`src/nths_pkg.sv`:
```
// nths_pkg: shared types and constants of the neighbor table block
// used by the table cells, the distance unit and the top level
package nths_pkg;

	localparam int ADDR_W   = 32;
	localparam int POS_W    = 24;
	localparam int SPEED_W  = 16;
	localparam int HEAD_W   = 12;
	localparam int EDGE_W   = 16;
	localparam int TIME_W   = 32;
	localparam int CFG_W    = 16;
	localparam int REQ_W    = 3;
	localparam int STAT_W   = 2;
	// distance: squares of 25-bit magnitudes, root of a 50-bit sum
	localparam int MAG_W    = POS_W + 1;
	localparam int SQ_W     = 2 * MAG_W;
	localparam int ROOT_W   = MAG_W;

	// request codes
	localparam logic [REQ_W-1:0] REQ_UPDATE = 3'd0;
	localparam logic [REQ_W-1:0] REQ_LOOKUP = 3'd1;
	localparam logic [REQ_W-1:0] REQ_ISNB   = 3'd2;
	localparam logic [REQ_W-1:0] REQ_NEXT   = 3'd3;
	localparam logic [REQ_W-1:0] REQ_CLEAR  = 3'd4;

	// status codes
	localparam logic [STAT_W-1:0] ST_HIT  = 2'd0;
	localparam logic [STAT_W-1:0] ST_MISS = 2'd1;
	localparam logic [STAT_W-1:0] ST_DROP = 2'd2;

	// configuration register indexes
	localparam logic [1:0] CFG_LIFETIME = 2'd0;
	localparam logic [1:0] CFG_GOAL     = 2'd1;
	localparam logic [1:0] CFG_SEARCH   = 2'd2;
	localparam logic [1:0] CFG_REACH    = 2'd3;

	// cell operations
	localparam logic [2:0] OP_HOLD = 3'd0;
	localparam logic [2:0] OP_ROT  = 3'd1;
	localparam logic [2:0] OP_CMP  = 3'd2;
	localparam logic [2:0] OP_INS  = 3'd3;
	localparam logic [2:0] OP_EXP  = 3'd4;
	localparam logic [2:0] OP_CLR  = 3'd5;

	typedef struct packed {
		logic [ADDR_W-1:0]        addr;
		logic signed [POS_W-1:0]  x;
		logic signed [POS_W-1:0]  y;
		logic [SPEED_W-1:0]       speed;
		logic [HEAD_W-1:0]        heading;
		logic signed [EDGE_W-1:0] edge_no;
		logic [TIME_W-1:0]        expire;
	} slot_t;

	typedef struct packed {
		logic [2:0]        op;
		logic [TIME_W-1:0] now;
	} cell_ctl_t;

endpackage

```
`src/nths_isqrt.sv`:
```
// nths_isqrt: bit-serial integer square root, one result bit per cycle
// depends on nths_pkg (SQ_W, ROOT_W)
module nths_isqrt (
	input  logic                         clk,
	input  logic                         arst_n,
	input  logic                         go,
	input  logic [nths_pkg::SQ_W-1:0]    op,
	output logic [nths_pkg::ROOT_W-1:0]  root,
	output logic                         done
);
	import nths_pkg::*;

	localparam int CNT_W = $clog2(ROOT_W + 1);
	localparam int REM_W = ROOT_W + 2;

	logic [SQ_W-1:0]   op_q;
	logic [REM_W-1:0]  rem_q;
	logic [ROOT_W-1:0] root_q;
	logic [CNT_W-1:0]  cnt_q;
	logic              done_q;
	logic [REM_W-1:0]  rem_n;
	logic [REM_W-1:0]  trial;
	logic              fit;

	// bring down two bits, try root*4+1
	assign rem_n = {rem_q[REM_W-3:0], op_q[SQ_W-1 -: 2]};
	assign trial = {root_q, 2'b01};
	assign fit   = rem_n >= trial;
	assign root  = root_q;
	assign done  = done_q;

	// step counter and done strobe
	always_ff @(posedge clk or negedge arst_n) begin
		if (!arst_n) begin
			cnt_q  <= '0;
			done_q <= 1'b0;
		end else begin
			done_q <= 1'b0;
			if (go) begin
				cnt_q <= CNT_W'(ROOT_W);
			end else if (cnt_q != '0) begin
				cnt_q <= cnt_q - 1'b1;
				if (cnt_q == CNT_W'(1)) done_q <= 1'b1;
			end
		end
	end

	// remainder and root
	always_ff @(posedge clk) begin
		if (go) begin
			op_q   <= op;
			rem_q  <= '0;
			root_q <= '0;
		end else if (cnt_q != '0) begin
			op_q   <= {op_q[SQ_W-3:0], 2'b00};
			rem_q  <= fit ? rem_n - trial : rem_n;
			root_q <= {root_q[ROOT_W-2:0], fit};
		end
	end

endmodule

```
`src/nths_dist.sv`:
```
// nths_dist: euclidean distance floor(sqrt(dx^2+dy^2)) between two points
// depends on nths_pkg and nths_isqrt
module nths_dist (
	input  logic                              clk,
	input  logic                              arst_n,
	input  logic                              go,
	input  logic signed [nths_pkg::POS_W-1:0] ax,
	input  logic signed [nths_pkg::POS_W-1:0] ay,
	input  logic signed [nths_pkg::POS_W-1:0] bx,
	input  logic signed [nths_pkg::POS_W-1:0] by,
	output logic [nths_pkg::ROOT_W-1:0]       root,
	output logic                              done
);
	import nths_pkg::*;

	logic signed [MAG_W-1:0] dx, dy;
	logic [MAG_W-1:0] mx_s1, my_s1;
	logic [SQ_W-1:0]  sx_s2, sy_s2;
	logic             v_s1, v_s2;

	assign dx = MAG_W'(ax) - MAG_W'(bx);
	assign dy = MAG_W'(ay) - MAG_W'(by);

	// stage valids
	always_ff @(posedge clk or negedge arst_n) begin
		if (!arst_n) begin
			v_s1 <= 1'b0;
			v_s2 <= 1'b0;
		end else begin
			v_s1 <= go;
			v_s2 <= v_s1;
		end
	end

	// magnitudes, then squares
	always_ff @(posedge clk) begin
		mx_s1 <= dx[MAG_W-1] ? MAG_W'(-dx) : MAG_W'(dx);
		my_s1 <= dy[MAG_W-1] ? MAG_W'(-dy) : MAG_W'(dy);
		sx_s2 <= SQ_W'(mx_s1) * SQ_W'(mx_s1);
		sy_s2 <= SQ_W'(my_s1) * SQ_W'(my_s1);
	end

	nths_isqrt u_sqrt (
		.clk    (clk),
		.arst_n (arst_n),
		.go     (v_s2),
		.op     (sx_s2 + sy_s2),
		.root   (root),
		.done   (done)
	);

endmodule
```
`config.mk`:
```
export PLATFORM = sky130hd
export DESIGN_NAME = nths_dist
export DESIGN_NICKNAME = d
export VERILOG_FILES = /design/src/nths_pkg.sv /design/src/nths_isqrt.sv /design/src/nths_dist.sv
export SDC_FILE = /design/constraint.sdc
export NUM_CORES = 2
export LEC_CHECK = 0
export BUFFER_PORTS_ARGS = -buffer_cell sky130_fd_sc_hd__buf_4
export CAP_MARGIN = 5
export CORE_MARGIN = 2
export CORE_UTILIZATION = 56
export CTS_CLUSTER_SIZE = 16
export DETAILED_ROUTE_END_ITERATION = 6
export PLACE_DENSITY_LB_ADDON = 0.12
export SYNTH_ARGS = -nofsm -noshare
export SYNTH_HDL_FRONTEND = slang
export SYNTH_SLANG_ARGS = --single-unit
```
`constraint.sdc`:
```
create_clock -name clk -period 10.39 [get_ports clk]
set_clock_uncertainty 0.2 [all_clocks]
set_input_delay 2.078 -clock clk [delete_from_list [all_inputs] [get_ports clk]]
set_output_delay 2.078 -clock clk [all_outputs]
set_load 0.01 [all_outputs]
```
==> impl_table.tex <==
\begin{tabular}{lr}
\hline
Metric & Value \\
\hline
\multicolumn{2}{l}{\textbf{Min path}} \\
Worst hold path stage count & 0 \\
Min-delay src & v\_s1\$\_DFF\_PN0\_ \\
Terminating pin of the worst hold path & v\_s2\$\_DFF\_PN0\_ \\
Worst min-delay path class & flip-flop to flip-flop \\
\multicolumn{2}{l}{\textbf{Final layout}} \\
NumNets Final & 7156 \\
Ant diodes & 0 \\
Sequential cell area & $\sim$5700 sq um \\
Area growth from synthesis to layout & 6.401\% \\
Final core occ & 0.5984 \\
Post-Layout Cell Count & 6824 \\
\# fillers & 7992 \\
Fraction of final layout cells sized beyond drive strength 1 & 0.05312 \\
Multi-input combinational cell area & 38610 sq um \\
\multicolumn{2}{l}{\textbf{Drt}} \\
1st-pass router iterations & 5 \\
DRC errors left & 0 \\
Drt first-iter violations & 2123 \\
Vias per std cell & approximately 5.3 \\
Number of nets with antenna violations after detailed routing & 0 \\
Drt total wl & 110.3 mm \\
Wire length per cell & 16.16 um \\
DR vias & $\sim$36000 \\
\multicolumn{2}{l}{\textbf{STA}} \\
Highest clock frequency the design can meet & 119.1 MHz \\
Slew at the pin closest to its max-slew limit & roughly 1.2 ns \\
Number of max-slew violations in the final report & 0 \\
Hold violation total from the final report & 0 \\
Final-layout setup total negative slack & 0 ns \\
RSZ-0062 raised after global routing & no \\
Worst hold slack & 0.1503 ns \\
Final worst-path cycle share & 0.8082 \\
Slew HR & 0.2176 \\
Final setup viols & 0 \\
Period minus WS final & 8.397 ns \\
\multicolumn{2}{l}{\textbf{Worst setup path}} \\
CP required & 10.73 ns \\
Arrival @ worst endpoint & just under 9 ns \\
Highest fanout seen on the critical path & 26 \\
Worst Setup Start Kind & flip-flop \\
Worst setup EP type & flip-flop \\
Depth of the most critical reg-to-reg path & 25 \\
Worst reg2reg endpoint & sx\_s2[48]\$\_DFF\_P\_ \\
Worst reg2reg setup slack & 1.99 ns \\
Start-to-end type of the worst setup path & flip-flop to flip-flop \\
RR Startpoint & mx\_s1[15]\$\_DFF\_P\_ \\
\multicolumn{2}{l}{\textbf{Floorplanning}} \\
Height of the chip & 304.0 um \\
Area inside the core boundary & 89600 sq um \\
Initial Util & 0.5624 \\
IO Count & 125 \\
Die Footprint & between 90000 and 100000 sq um \\
Horizontal die dimension & slightly above 300 um \\
\# rows & 110 \\
\multicolumn{2}{l}{\textbf{Placed design}} \\
Placed Cells incl. Taps & 6766 \\
Gp weighted congestion & around 0.86 \\
Port Buffers & 124 \\
Final HPWL DP & around 90 mm \\
\multicolumn{2}{l}{\textbf{Synth}} \\
Ys async rst share & 0.03125 \\
Syn\_area\_per\_cell & between 9 and 10 sq um \\
Post-synth design cell area & around 50000 sq um \\
Mux contribution to synthesized area & 0.01286 \\
Seq cells post-synth & 256 \\
Synthesized netlist net count & 7131 \\
Proportion of synthesized chip area in sequential cells & 0.1124 \\
Dominant synthesized flop cell & dfxtp\_1 \\
Share of the synthesized area in compound gates (AO/OA/AOI/OAI) & 0.09500 \\
Number of synthesis warnings & 0 \\
Library cells used by synthesis & 86 \\
Count of mapped cells out of synthesis & $\sim$5600 \\
Post-synthesis share of cell area spent on full adders, half adders and majority gates & 0.4952 \\
Number of enable flip-flop cells after synthesis & 50 \\
Main combinational cell family by area after synthesis & adder cells \\
Share of the synthesized netlist area taken by xor and xnor gates & 0.04502 \\
Area share of and/or/nand/nor cells after synthesis & 0.1176 \\
\multicolumn{2}{l}{\textbf{GRT}} \\
Vias in the first global route & 38680 \\
Pin count of the biggest net entering global routing & 74 \\
Number of antenna violations at the first check in global routing & 1 \\
GRT Resource Usage Total & 0.2502 \\
First-pass GRT wire length & 188.9 mm \\
Global-route congestion overflow total & 0 \\
\multicolumn{2}{l}{\textbf{Clocking}} \\
CTS tree & done \\
Worst-Skew Late Latency & 0.61 ns \\
Maximum level of the CTS H-tree & 1 \\
Hold buffer count at CTS & 0 \\
Root cell of the clock tree & clkbuf\_16 \\
Worst-path clk slew & 0.06 ns \\
Maximum buffer depth of the clock tree & 3 \\
Clk sinks & 256 \\
Setup repair bufs after CTS & 0 \\
Post-cts gate resize count & 0 \\
CTS buffer count & 31 \\
\multicolumn{2}{l}{\textbf{Run}} \\
\# Max-Cap Violations & 0 \\
\multicolumn{2}{l}{\textbf{Run status}} \\
Result of the run & finished clean \\
\hline
\end{tabular}
flip-flops by register name, summed over array words and instances (netlist names):
name and count:
mx_s1 25, my_s1 25, sx_s2 49, sy_s2 49, u_sqrt.cnt_q 5, u_sqrt.done 1, u_sqrt.op_q 50, u_sqrt.rem_q 25
u_sqrt.root 25, v_s1 1, v_s2 1
layout by cell type (no fill, tap or decap), types with 42 or more instances in the layout:
| master | netlist | final |
|---|---|---|
| xnor2_1 | 166 | 166 |
| a211oi_1 | 42 | 42 |
| nand2_1 | 482 | 480 |
| a21oi_1 | 226 | 226 |
| nor2_1 | 196 | 196 |
| fa_1 | 934 | 934 |
| and2_1 | 257 | 257 |
| edfxtp_1 | 50 | 50 |
| nor3_1 | 47 | 47 |
| ha_1 | 500 | 500 |
| xor2_1 | 93 | 93 |
| dfxtp_1 | 198 | 198 |
| o21ai_0 | 111 | 111 |
| buf_4 | 1 | 174 |
| inv_1 | 1451 | 1451 |
| nand3_1 | 58 | 58 |
| a21o_1 | 120 | 120 |
cell type report:
cell class,instances,area share
Sequential cell,256,0.1057
Clock inverter,21,0.004550
Timing Repair Buffer,174,0.02436
Clock buffer,37,0.01626
Multi-Input combinational cell,3709,0.7201
Inverter,1451,0.1016
Tap cell,1176,0.02744
cell usage after synthesis, types with 7 or more instances:
| cell type | number | share of area |
|---|---|---|
| a211o_1 | 8 | 0.0014 |
| a211oi_1 | 42 | 0.0063 |
| a21o_1 | 120 | 0.018 |
| a21oi_1 | 226 | 0.022 |
| a221o_1 | 7 | 0.0014 |
| a221oi_1 | 7 | 0.0012 |
| a31oi_1 | 31 | 0.0038 |
| a41oi_1 | 7 | 0.0012 |
| and2_1 | 257 | 0.032 |
| and3_1 | 21 | 0.0026 |
| clkbuf_1 | 171 | 0.013 |
| dfrtp_1 | 8 | 0.0040 |
| dfxtp_1 | 198 | 0.079 |
| edfxtp_1 | 50 | 0.030 |
| fa_1 | 934 | 0.37 |
| ha_1 | 500 | 0.12 |
| inv_1 | 1451 | 0.11 |
| mux2_2 | 38 | 0.0085 |
| mux2i_1 | 22 | 0.0044 |
| nand2_1 | 482 | 0.036 |
| nand2b_1 | 22 | 0.0027 |
| nand3_1 | 58 | 0.0058 |
| nand4_1 | 37 | 0.0046 |
| nor2_1 | 196 | 0.015 |
| nor2b_1 | 40 | 0.0050 |
| nor3_1 | 47 | 0.0047 |
| nor4_1 | 7 | 0.00087 |
| o211ai_1 | 13 | 0.0019 |
| o21a_1 | 32 | 0.0048 |
| o21ai_0 | 111 | 0.011 |
| o21bai_1 | 28 | 0.0042 |
| o31ai_1 | 26 | 0.0039 |
| o41ai_1 | 7 | 0.0012 |
| or2_2 | 7 | 0.00087 |
| or3_1 | 17 | 0.0021 |
| xnor2_1 | 166 | 0.029 |
| xor2_1 | 93 | 0.016 |
critical path, stage by stage, from the launching register on:
cell and delay (ns):
dfxtp_1 0.98, nand2_1 0.26, fa_1 0.56, inv_1 0.05
fa_1 0.52, inv_1 0.06, fa_1 0.52, inv_1 0.05
fa_1 0.49, inv_1 0.05, fa_1 0.52, inv_1 0.05
fa_1 0.47, inv_1 0.05, fa_1 0.48, inv_1 0.04
ha_1 0.41, nand3_1 0.17, nor3_1 0.43, nand2_1 0.12
o31ai_1 0.79, a21o_1 0.26, a221o_1 0.27, a31oi_1 0.15
o21ai_0 0.21, xor2_1 0.15
metrics by stage:
stage               setup slack [ns]  cell area, sq um
floorplan                      3.186             50390
global placement               2.296             52500
detailed placement             2.127             52500
CTS                            2.065             53620
global route                   1.456             53620
finish                         1.993             53620
cells by family (layout without fill, tap and decap cells):
group / count (synthesis) / after routing
buf+inv: 1633 / 1683
xor+xnor: 259 / 259
compound gates: 733 / 733
simple gates: 1223 / 1223
fa+ha+maj: 1434 / 1434
flops: 256 / 256
mux: 60 / 60
layer usage:
metal  routed length [um]  vias up  track usage
met5                    0        -            0
met4                 3050        0      0.06711
met3                 3934      167      0.02458
met2                54920      661       0.4373
met1                48350    18010       0.3331
li1                     -    17290            -
how the worst max path moves through the flow:
stage,start,to,slack (ns),cells after the start
2_1_floorplan,mx_s1[3]$_DFF_P_,sx_s2[48]$_DFF_P_,3.19,28
3_3_place_gp,mx_s1[15]$_DFF_P_,sx_s2[48]$_DFF_P_,2.30,25
3_5_place_dp,mx_s1[15]$_DFF_P_,sx_s2[48]$_DFF_P_,2.13,25
4_1_cts,mx_s1[15]$_DFF_P_,sx_s2[48]$_DFF_P_,2.07,25
5_1_grt,mx_s1[15]$_DFF_P_,sx_s2[48]$_DFF_P_,1.46,25
6_report,mx_s1[15]$_DFF_P_,sx_s2[48]$_DFF_P_,1.99,25
Power is left out: the tool's default activity adds up to more than one toggle a clock period on the data nets, which glitch-free logic cannot reach.
