--- config.mk ---
export PLATFORM = sky130hd
export DESIGN_NAME = nths_cell
export DESIGN_NICKNAME = d
export VERILOG_FILES = /design/src/nths_pkg.sv /design/src/nths_cell.sv
export SDC_FILE = /design/constraint.sdc
export NUM_CORES = 1
export LEC_CHECK = 0
export BUFFER_PORTS_ARGS = -buffer_cell sky130_fd_sc_hd__clkbuf_2
export CAP_MARGIN = 20
export CORE_AREA = 2 2 201 203
export DETAILED_ROUTE_END_ITERATION = 10
export DIE_AREA = 0 0 203 205
export PLACE_DENSITY = 0.43
export SLEW_MARGIN = 20
export SYNTH_ARGS = -nofsm -noshare
export SYNTH_HDL_FRONTEND = slang
export SYNTH_SLANG_ARGS = --single-unit
--- constraint.sdc ---
create_clock -name clk -period 16.6 [get_ports clk]
set_input_delay 3.32 -clock clk [delete_from_list [all_inputs] [get_ports clk]]
set_output_delay 3.32 -clock clk [all_outputs]
set_load 0.005 [all_outputs]
--- src/nths_pkg.sv ---
// nths_pkg: shared types and constants of the neighbor table block
// used by the table cells, the distance unit and the top level
package nths_pkg;

	localparam int ADDR_W   = 32;
	localparam int POS_W    = 24;
	localparam int SPEED_W  = 16;
	localparam int HEAD_W   = 12;
	localparam int EDGE_W   = 16;
	localparam int TIME_W   = 32;
	localparam int CFG_W    = 16;
	localparam int REQ_W    = 3;
	localparam int STAT_W   = 2;
	// distance: squares of 25-bit magnitudes, root of a 50-bit sum
	localparam int MAG_W    = POS_W + 1;
	localparam int SQ_W     = 2 * MAG_W;
	localparam int ROOT_W   = MAG_W;

	// request codes
	localparam logic [REQ_W-1:0] REQ_UPDATE = 3'd0;
	localparam logic [REQ_W-1:0] REQ_LOOKUP = 3'd1;
	localparam logic [REQ_W-1:0] REQ_ISNB   = 3'd2;
	localparam logic [REQ_W-1:0] REQ_NEXT   = 3'd3;
	localparam logic [REQ_W-1:0] REQ_CLEAR  = 3'd4;

	// status codes
	localparam logic [STAT_W-1:0] ST_HIT  = 2'd0;
	localparam logic [STAT_W-1:0] ST_MISS = 2'd1;
	localparam logic [STAT_W-1:0] ST_DROP = 2'd2;

	// configuration register indexes
	localparam logic [1:0] CFG_LIFETIME = 2'd0;
	localparam logic [1:0] CFG_GOAL     = 2'd1;
	localparam logic [1:0] CFG_SEARCH   = 2'd2;
	localparam logic [1:0] CFG_REACH    = 2'd3;

	// cell operations
	localparam logic [2:0] OP_HOLD = 3'd0;
	localparam logic [2:0] OP_ROT  = 3'd1;
	localparam logic [2:0] OP_CMP  = 3'd2;
	localparam logic [2:0] OP_INS  = 3'd3;
	localparam logic [2:0] OP_EXP  = 3'd4;
	localparam logic [2:0] OP_CLR  = 3'd5;

	typedef struct packed {
		logic [ADDR_W-1:0]        addr;
		logic signed [POS_W-1:0]  x;
		logic signed [POS_W-1:0]  y;
		logic [SPEED_W-1:0]       speed;
		logic [HEAD_W-1:0]        heading;
		logic signed [EDGE_W-1:0] edge_no;
		logic [TIME_W-1:0]        expire;
	} slot_t;

	typedef struct packed {
		logic [2:0]        op;
		logic [TIME_W-1:0] now;
	} cell_ctl_t;

endpackage

--- src/nths_cell.sv ---
// nths_cell: one table slot of the neighbor chain
// depends on nths_pkg (slot_t, cell_ctl_t, cell operations)
module nths_cell (
	input  logic               clk,
	input  logic               arst_n,
	input  nths_pkg::cell_ctl_t ctl,
	input  nths_pkg::slot_t    up_ent,
	input  logic               up_vld,
	input  nths_pkg::slot_t    dn_ent,
	input  logic               dn_vld,
	input  logic               hole_in,
	output nths_pkg::slot_t    ent,
	output logic               vld,
	output logic               hole_out
);
	import nths_pkg::*;

	slot_t ent_q;
	logic  vld_q;
	logic  hole;

	// a gap at or before this slot pulls the next slot up during compaction
	assign hole     = hole_in | ~vld_q;
	assign hole_out = hole;
	assign ent      = ent_q;
	assign vld      = vld_q;

	// valid flag
	always_ff @(posedge clk or negedge arst_n) begin
		if (!arst_n) begin
			vld_q <= 1'b0;
		end else begin
			case (ctl.op)
				OP_ROT: vld_q <= dn_vld;
				OP_CMP: if (hole) vld_q <= dn_vld;
				OP_INS: vld_q <= up_vld;
				OP_EXP: if (ent_q.expire < ctl.now) vld_q <= 1'b0;
				OP_CLR: vld_q <= 1'b0;
				default: vld_q <= vld_q;
			endcase
		end
	end

	// slot payload
	always_ff @(posedge clk) begin
		case (ctl.op)
			OP_ROT: ent_q <= dn_ent;
			OP_CMP: if (hole) ent_q <= dn_ent;
			OP_INS: ent_q <= up_ent;
			default: ent_q <= ent_q;
		endcase
	end

endmodule

==> metrics.txt, run 1 <==
routed vias/inst 3.77; Detail Placement HPWL roughly 19000 um; Worst R2R Path Depth 5; top cells by count, synth edfxtp_1, mux2_2, inv_1; Critical Path RT roughly 13 ns; Critical Path Source hole_in; crit end category primary output; crit share post-route between 40% and 50%; R2R setup slack approximately 14 ns; Internal 0.796 mW; power share of the sequential group 46.8%; Clock Pin Slew Worst Setup and Hold Paths 0.06 ns; Pre-antenna DRT Iters 4; clk_lat worst skew approximately 0.46 ns; first-pass GRT wire length ~35000 um; Rel. slew slack between 30% and 40%; DRC viols 0; n_diodes 0; Hold Path Class register to register; Critical Path Fanout Max 2; initial DRC count around 240; unrepaired setup endpoints after global routing no; PwrDens 95.0 mW/mm^2; final hold vios 0; Final Slew Violations 0; Synth Cell Area 0.00745 sq mm; CTS sink count 157; Initial Utilization a little under a fifth; Sw Ratio between 20% and 30%; Root Buffer clkbuf_16; outcome finished clean; CTS H-tree depth 4; Total Neg Setup Slack 0 ns; vias in the first global route approximately 6000; drt total wl about 24000 um; fmax roughly 140 MHz; TritonCTS clock tree built; NetSw between 0.2 and 0.3 mW; dominant cells by area after synthesis edfxtp_1, mux2_2, ha_1, inv_1, a21oi_1; Setup crit end hole_out; nets around 1400; register bit total from synthesis between 150 and 200; WL per Instance about 16 um; GRT Overall Usage a little under an eighth; Syn Nets approximately 850; max_cap viols 0; post-CTS sizing 0; clock buffer depth 2; worst-margin pin slew 1.05 ns; Combinational Power Share ~15%; clock power share 37.7%; die area approximately 0.042 sq mm; antenna-violating nets left 0; Post-synth EDFFs roughly 160; Final Setup Violations 0; Final Critical Period ~7 ns; Synth async-reset ratio less than 1%; port bufs just over 500; postcts setup bufs 0; Setup Skew around 0.0062 ns; largest area contributor in the netlist edfxtp_1; Peak VDD IR about 0.061 mV; initial antenna violation count 0; Reg-to-Reg End ent[66]; TritonCTS buffer count 17; core box area approximately 0.04 sq mm; Die W 203 um; io pins between 500 and 600; Seq/Total Area, Yosys ~63%; Final Power 1.06 mW; r2r startpoint vld; layout cells sized above 1 between 70 and 80%; P&R area growth vs syn 50.5%; die height just over 200 um; CTS Hold Buffers Added 0; P_leak 5.12 nW; Data arrival, critical path roughly 3.7 ns; syn_area_per_cell approximately 16 sq um; Post-synth top flop edfxtp_1; area fraction of the dominant cell type after synthesis a little over three fifths; Post-Layout Cell Count between 1500 and 2000; Unique masters post-synth 28; largest net degree at the start of global routing between 70 and 80; Placer Congestion between 0.7 and 0.8; Vias 5712; Row Count 73; FILL cells ~4100; Mapped Cells between 400 and 500; Worst setup SP type primary input; Yosys warnings 0; critical path type primary input to primary output; grt total ovfl 0; placed cell count approximately 1500
[kinds of logic after synthesis]
group	after synthesis	share of synthesized area, %
flops	157	63.2
compound gates	31	2.55
mux	157	23.7
fa+ha+maj	33	5.54
buf+inv	52	2.82
simple gates	32	2.13
[layout by cell type (no fill, tap or decap), drive strengths merged, types with 2 or more instances in the layout]
master	n
clkbuf	526
mux2	157
edfxtp	156
inv	41
ha	33
a21oi	16
nand2	10
o21ai	9
nand4	5
nor3	4
nor2	4
buf	4
clkinv	4
clkinvlp	3
nor2b	2
nand2b	2
nand3	2
bufinv	2
[flip-flops by register name, indices dropped and copies added (netlist names)]
signal / count
ent: 156
vld: 1
[power by group through the flow]
stage	logic, mW	clock network (mW)	registers (mW)
3_3_place_gp	0.169	0	0.506
2_1_floorplan	0.0615	0	0.516
4_1_cts	0.169	0.417	0.499
3_5_place_dp	0.168	0	0.508
5_1_grt	0.184	0.431	0.502
6_report	0.164	0.402	0.498
[per-layer routing]
layer	share of wire [%]	vias up	track usage, %
met4	2.0	0	4.46
met1	38	2624	12.4
met5	0	-	0
met3	9.0	30	5.14
met2	51	271	19.9
li1	-	2787	-
[metrics by stage]
stage          area, sq um  util (%)  hold WS (ns)  setup slack (ns)
3_5_place_dp         10600      27.0         0.600              9.59
2_1_floorplan         7450         -         0.507              4.72
4_1_cts              11200      28.5         0.615              9.59
5_1_grt              11200      28.5         0.604              9.57
6_report             11200      28.5         0.597              9.60
3_3_place_gp         10600      27.0         0.613              9.59
[worst max-delay path, cell delays in order]
cell      delay [ns]
clkbuf_2        0.08
nand2b_1        0.16
clkbuf_2        0.12
[worst min path at each step]
| stage | to | slack, ns | depth (start not counted) | from |
|---|---|---|---|---|
| floorplan | vld | 0.51 | 1 | vld |
| global placement | vld | 0.61 | 1 | vld |
| detailed placement | vld | 0.60 | 1 | vld |
| CTS | vld | 0.62 | 1 | vld |
| global route | vld | 0.60 | 1 | vld |
| finish | vld | 0.60 | 1 | vld |
[cell type report]
type	instances	area, sq um	share of cell area, %
inverters	35	131	1.17
multi-input cells	253	2550	22.7
flip-flops and latches	157	4710	42.0
clock inverters	15	159	1.42
clock buffers	17	425	3.80
well taps	525	657	5.86
repair buffers	513	2580	23.0
Power figures use the tool's default switching activity.
==> inputs of run 2 (changes only) <==
==> constraint.sdc (replaced) <==
create_clock -name clk -period 7.3 [get_ports clk]
set_input_delay 1.46 -clock clk [delete_from_list [all_inputs] [get_ports clk]]
set_output_delay 1.46 -clock clk [all_outputs]
set_load 0.005 [all_outputs]
==> run 2 against run 1 <==
Global-route usage grew 0.36 points. Critical endpoint is now ent[25]. Clock-buffer cell count is 2 higher. Via count rose by 0.42%. Worst hold slack lost 0.045 ns. Utilization fell by 0.095 points. Worst setup slack worse by 5.6 ns. Final cell count shrank 0.13%. Combinational power is 130% higher. Sequential power increased by 130%. Clock skew grew 0.0029 ns. Register-to-register slack got worse by 8.9 ns. Wire length grew 3.9%.
==> metrics.txt, run 2 (synthesis gave the netlist of run 1 again) <==
outcome finished clean; R2R setup slack 4.92 ns (-8.92 ns); antenna-violating nets left 0 (unchanged); Initial Utilization 18.9% (unchanged); initial DRC count 177 (-27%); Hold Crit Depth 1 (unchanged); Die W 203 um (unchanged); Row Count 73 (unchanged); Total Neg Setup Slack 0 ns (unchanged); CTS Hold Buffers Added 0 (unchanged); Post-Layout Cell Count 1513 (-0.13%); Peak VDD IR 0.144 mV (+130%); crit share post-route approximately 46%; core box area 0.0394 sq mm (unchanged); Pre-antenna DRT Iters 4 (unchanged); WL per Instance 16.7 um (+4.1%); commonest non-fill, non-tap cell in the layout clkbuf_2; fmax about 300 MHz; postcts setup bufs 0 (unchanged); P&R area growth vs syn 49.9%; Hold Path Class register to register; first-pass GRT wire length 36600 um (+3.9%); Data arrival, critical path 3.52 ns (-0.16 ns); post-place setup slack 3.50 ns (-6.09 ns); drt total wl 25300 um (+3.9%); max_cap viols 0 (unchanged); GRT Overall Usage 11.9% (+0.36 points); power share of the sequential group 48.0% (+1.2 points); DRC viols 0 (unchanged); clock power share 36.0% (-1.7 points); PwrDens 212 mW/mm^2 (+120%); grt total ovfl 0 (unchanged); final hold vios 0 (unchanged); P_leak 5.09 nW (-0.61%); CTS H-tree depth 4 (unchanged); TritonCTS clock tree built; die area 0.0416 sq mm (unchanged); Final Setup Violations 0 (unchanged); Critical Path RT 7.48 ns (-5.80 ns); crit end category register; Root Buffer clkbuf_16; Rel. slew slack 31.8% (+1.5 points); Final Critical Period between 3 and 4 ns; TritonCTS buffer count 17 (unchanged); nets 1360 (-0.15%); routed vias/inst 3.79 (+0.55%); Critical Path Fanout Max 86 (+84); worst-margin pin slew 1.02 ns (-0.0231 ns); post-CTS sizing 0 (unchanged); FILL cells 4126 (+0.78%); Final Power 2.36 mW (+120%); vias in the first global route 6080 (+1.5%); largest net degree at the start of global routing 157 (+100%); Placer Congestion 0.838 (+8.8%); CP Cell Sequence clkbuf_2 -> nor2b_1 -> nand2_4 -> buf_12 -> mux2_2; Detail Placement HPWL 19700 um (+1.7%); layout cells sized above 1 71.0% (-0.36 points); final worst slack 3.96 ns (-5.64 ns); Clock Pin Slew Worst Setup and Hold Paths 0.07 ns (about the same); NetSw 0.618 mW (+130%); placed cell count 1481 (-0.13%); CTS sink count 157 (unchanged); Internal 1.75 mW (+120%); Crit path largest cell delay 0.69 ns (+0.53 ns); Worst R2R Path Depth 7 (+2); n_diodes 0 (unchanged); CP max-delay cell nand2_4; most frequent cells in the layout clkbuf_2, mux2_2, edfxtp_1; Worst setup SP type primary input; port bufs 509 (unchanged); Final Slew Violations 0 (unchanged); critical path type primary input to register; Vias 5736 (+0.42%); max FFs per register 156 (unchanged); io pins 510 (unchanged); Sw Ratio 26.2% (+0.94 points); Setup Skew 0.00907 ns (+0.00287 ns); clk_lat worst skew 0.44 ns (-0.02 ns); clock buffer depth 2 (unchanged); initial antenna violation count 1 (+1); die height 205 um (unchanged); unrepaired setup endpoints after global routing no; Combinational Power Share 15.9% (+0.5 points)
[run 2: area by class of cell]
type                    count  area (sq um)  share of cell area [%]
repair buffers            511          2590                    23.2
well taps                 525           657                    5.88
inverters                  35           131                    1.18
flip-flops and latches    157          4710                    42.2
clock inverters            13           104                   0.930
multi-input cells         253          2550                    22.8
clock buffers              19           433                    3.88
[run 2: metrics by stage]
stage / util, % / instance area, sq um / hold WS [ns]
CTS: 28.4 / 11200 / 0.562
finish: 28.4 / 11200 / 0.552
global route: 28.4 / 11200 / 0.607
floorplan: - / 7450 / 0.507
detailed placement: 27.0 / 10600 / 0.547
global placement: 27.0 / 10600 / 0.560
[run 2: layer usage]
layer | GRT usage, % | wire length, um | vias up
li1 | - | - | 2785
met1 | 13.4 | 9760 | 2668
met2 | 20.6 | 12900 | 273
met3 | 5.04 | 2350 | 10
met4 | 3.23 | 280 | 0
met5 | 0 | 0 | -
[run 2: power groups by stage]
stage / clock (mW) / sequential, mW / combinational [mW]
2_1_floorplan: 0 / 1.17 / 0.140
3_5_place_dp: 0 / 1.16 / 0.386
4_1_cts: 0.892 / 1.14 / 0.389
6_report: 0.852 / 1.14 / 0.377
5_1_grt: 0.919 / 1.15 / 0.420
3_3_place_gp: 0 / 1.16 / 0.387
[run 2: path summary, 6_finish.rpt]
check                           startpoint      end
worst max-delay path               ctl[32]  ent[25]
worst max register to register     ent[23]      vld
min in group asynchronous           arst_n      vld
worst min-delay path                   vld      vld
max in group asynchronous           arst_n      vld
worst min register to register         vld      vld
[run 2: worst max-delay path: cells and delay by family]
kind | cells | cell delay [ns]
AND/OR/NAND/NOR | 2 | 0.86
multiplexers | 1 | 0.41
buffers and inverters | 2 | 0.50
==> inputs of run 3 (changes only) <==
--- a/config.mk
+++ b/config.mk
@@ -5,12 +5,13 @@
 export SDC_FILE = /design/constraint.sdc
 export NUM_CORES = 1
 export LEC_CHECK = 0
+export ABC_AREA = 1
 export BUFFER_PORTS_ARGS = -buffer_cell sky130_fd_sc_hd__clkbuf_2
 export CAP_MARGIN = 20
 export CORE_AREA = 2 2 201 203
 export DETAILED_ROUTE_END_ITERATION = 10
 export DIE_AREA = 0 0 203 205
-export PLACE_DENSITY = 0.43
+export PLACE_DENSITY = 0.46
 export SLEW_MARGIN = 20
 export SYNTH_ARGS = -nofsm -noshare
 export SYNTH_HDL_FRONTEND = slang
==> constraint.sdc (replaced) <==
create_clock -name clk -period 2.8 [get_ports clk]
set_input_delay 0.56 -clock clk [delete_from_list [all_inputs] [get_ports clk]]
set_output_delay 0.56 -clock clk [all_outputs]
set_load 0.005 [all_outputs]
==> run 3 against run 2 <==
Power rose to 2.7 times the previous value. Register-to-register slack worse by 4.3 ns. Worst hold slack worse by 0.14 ns. Sequential power rose to 2.5 times the previous value. Flip-flop and latch count unchanged. Die area unchanged. Worst setup slack worse by 3.3 ns. Utilization up 1.7 points. Via count up 4.0%. Clock skew up 0.0071 ns. First-iteration DRC count down 0.56%. Wire length up 5.9%. Critical path type is now register to register. Largest cell class unchanged.
==> metrics.txt, run 3 <==
outcome finished clean; Placer Congestion 0.787 (-6.0%); initial DRC count 176 (-0.56%); core box area 0.0394 sq mm (unchanged); Unique masters post-synth 20 (-29%); Sw Ratio 24.2% (-1.9 points); clock buffer depth 2 (unchanged); Detail Placement HPWL 21700 um (+10%); P&R area growth vs syn 49.2%; drt total wl 26800 um (+5.9%); CTS sink count 157 (unchanged); Pre-antenna DRT Iters 4 (unchanged); r2r startpoint vld; top cells by count, synth edfxtp_1, mux2_4, mux2_2; critical path type register to register; Synth async-reset ratio 0.637% (unchanged); Synth Cell Area 0.00794 sq mm (+6.5%); Row Count 73 (unchanged); power share of the sequential group 45.5% (-2.5 points); Yosys warnings 0 (unchanged); layout cells sized above 1 69.9% (-1.1 points); Top Usage Layer GRT met2; CTS H-tree depth 4 (unchanged); clk_lat worst skew 0.44 ns (about the same); Vias 5963 (+4.0%); Final Critical Period approximately 2.2 ns; PwrDens 530 mW/mm^2 (+150%); io pins 510 (unchanged); Crit path largest cell delay 0.46 ns (-0.23 ns); antenna-violating nets left 0 (unchanged); Synth Area in Adders 5.20% (-0.34 points); max_cap viols 0 (unchanged); WL per Instance 17.3 um (+3.2%); Root Buffer clkbuf_16; vias in the first global route 6382 (+5.0%); largest area contributor in the netlist edfxtp_1; Syn Nets 870 (+2.7%); worst-margin pin slew 1.23 ns (+0.206 ns); Die W 203 um (unchanged); simple-gate share of the synthesized area 2.85% (+0.72 points); dominant cells by area after synthesis edfxtp_1, mux2_4, mux2_2, ha_1, inv_1; Multi-input gate area 0.00293 sq mm (+15%); P_leak 5.82 nW (+14%); Seq/Total Area, Yosys 59.3% (-3.9 points); crit end category register; count leader, synth edfxtp_1; Internal 4.75 mW (+170%); Total Neg Setup Slack 0 ns (unchanged); Peak VDD IR 0.333 mV (+130%); NetSw 1.52 mW (+150%); Rel. slew slack 18.0% (-14 points); xor-xnor portion of the synthesized cell area 0% (unchanged); Initial Utilization 20.2% (+1.2 points); fmax 457 MHz; port bufs 509 (unchanged); Data arrival, critical path 2.10 ns (-1.42 ns); largest family of logic cells by synthesized area multiplexers; Mapped Cells 485 (+5.0%); Worst setup SP type register; Critical Path Fanout Max 156 (+81%); multiplexer area fraction after synthesis 26.9% (+3.1 points); routed vias/inst 3.84 (+1.3%); first-pass GRT wire length 37800 um (+3.3%); grt total ovfl 0 (unchanged); placed cell count 1518 (+2.5%); most frequent cells in the layout clkbuf_2, edfxtp_1, mux2_4; Clock Pin Slew Worst Setup and Hold Paths 0.07 ns (about the same); compound-gate portion of the synthesized area 1.48% (-1.1 points); final hold vios 0 (unchanged); area fraction of the dominant cell type after synthesis 59.0% (-3.9 points); Hold Path Class primary input to register; largest net degree at the start of global routing 157 (unchanged); crit share post-route about four fifths; syn_area_per_cell 16.4 sq um (+1.5%); Final Slew Violations 0 (unchanged); Critical Path Source vld; Final Setup Violations 0 (unchanged); DRC viols 0 (unchanged); nets 1398 (+2.8%); TritonCTS buffer count 17 (unchanged); Post-synth EDFFs 156 (unchanged); register bit total from synthesis 157 (unchanged); Post-synth top flop edfxtp_1; Setup Skew 0.0161 ns (+0.00706 ns); Combinational Power Share 15.2% (-0.7 points); hold_sp dn_ent[63]; Critical Path RT 2.71 ns (-4.77 ns); met2 usage 22.5% (+1.9 points); max FFs per register 156 (unchanged); post-CTS sizing 0 (unchanged); die area 0.0416 sq mm (unchanged); met3 usage 5.76% (+0.72 points); Final Power 6.28 mW (+170%); Post-Layout Cell Count 1553 (+2.6%); TritonCTS clock tree built; GRT Overall Usage 12.5% (+0.62 points); initial antenna violation count 5 (+4); unrepaired setup endpoints after global routing no; die height 205 um (unchanged); CP max-delay cell nor4_1; CP Cell Sequence nand2_1 -> nor4_1 -> a21oi_4 -> buf_12; FILL cells 4106 (-0.48%); commonest non-fill, non-tap cell in the layout clkbuf_2; clock power share 39.3% (+3.3 points); met1 usage 12.7% (-0.76 points); sequential cell area 0.00471 sq mm (unchanged)
run 3: cell count changes after synthesis, moves of 4 or more:
cell / delta
nand2_1: +26
buf_2: -9
buf_6: +14
buf_1: -4
o21ai_0: -5
inv_1: +8
mux2_4: +100
mux2_2: -101
nand4_1: -4
a21oi_1: +4
nor2_1: +5
run 3: final timing paths:
kind | slack [ns] | to | cells after the start
min | 0.41 | ent[63] | 2
max in group asynchronous | 2.22 | vld | 2
min in group asynchronous | 0.47 | vld | 2
max reg2reg | 0.61 | ent[12] | 4
min reg2reg | 0.54 | vld | 2
max | 0.61 | ent[12] | 4
run 3: repair_timing:
action | 4_1_cts | 5_1_grt
buffers inserted | 0 | 0
hold endpoints to repair | 1 | 0
hold buffers | 1 | 0
run 3: power by group through the flow:
| stage | Combinational (mW) | Clock, mW | Sequential (mW) |
|---|---|---|---|
| after floorplan | 0.427 | 0 | 2.92 |
| after global placement | 0.968 | 0 | 2.90 |
| after detailed placement | 0.978 | 0 | 2.91 |
| after CTS | 0.981 | 2.57 | 2.86 |
| after global routing | 1.06 | 2.65 | 2.87 |
| final | 0.956 | 2.47 | 2.85 |
run 3: kinds of logic after synthesis:
family	after synthesis
DFF	157
muxes	156
buffers and inverters	61
and+or+nand+nor	55
adders and majority gates	33
AOI/OAI and AO/OA	23
run 3: final cells by class:
type | count | area share (%)
Sequential cell | 157 | 39.8
Multi-Input combinational cell | 267 | 24.8
Timing Repair Buffer | 526 | 23.1
Tap cell | 525 | 5.55
Clock buffer | 17 | 3.59
Inverter | 44 | 1.57
Clock inverter | 15 | 1.54
Antenna cell | 2 | 0.0423
run 3: through the flow:
| step | util, % | area, sq um | hold slack [ns] | worst slack, ns |
|---|---|---|---|---|
| after detailed placement | 28.5 | 11200 | 0.365 | 0.458 |
| final | 30.1 | 11800 | 0.413 | 0.610 |
| after CTS | 30.1 | 11800 | 0.368 | 0.897 |
| after floorplan | - | 7990 | 0.264 | -0.955 |
| after global placement | 28.5 | 11200 | 0.368 | 0.472 |
| after global routing | 30.1 | 11800 | 0.374 | 0.779 |
run 3: layer usage:
layer / routed length [um] / up-vias
met4: 328 / 2
met2: 14400 / 286
li1: - / 2852
met3: 2550 / 15
met1: 9570 / 2808
met5: 13 / -
run 3: worst max-delay path, delay by kind of cell (launching register included):
| family | cells | cell delay (ns) |
|---|---|---|
| DFF | 1 | 0.39 |
| buffers and inverters | 1 | 0.25 |
| AOI/OAI and AO/OA | 1 | 0.07 |
| and+or+nand+nor | 2 | 0.55 |
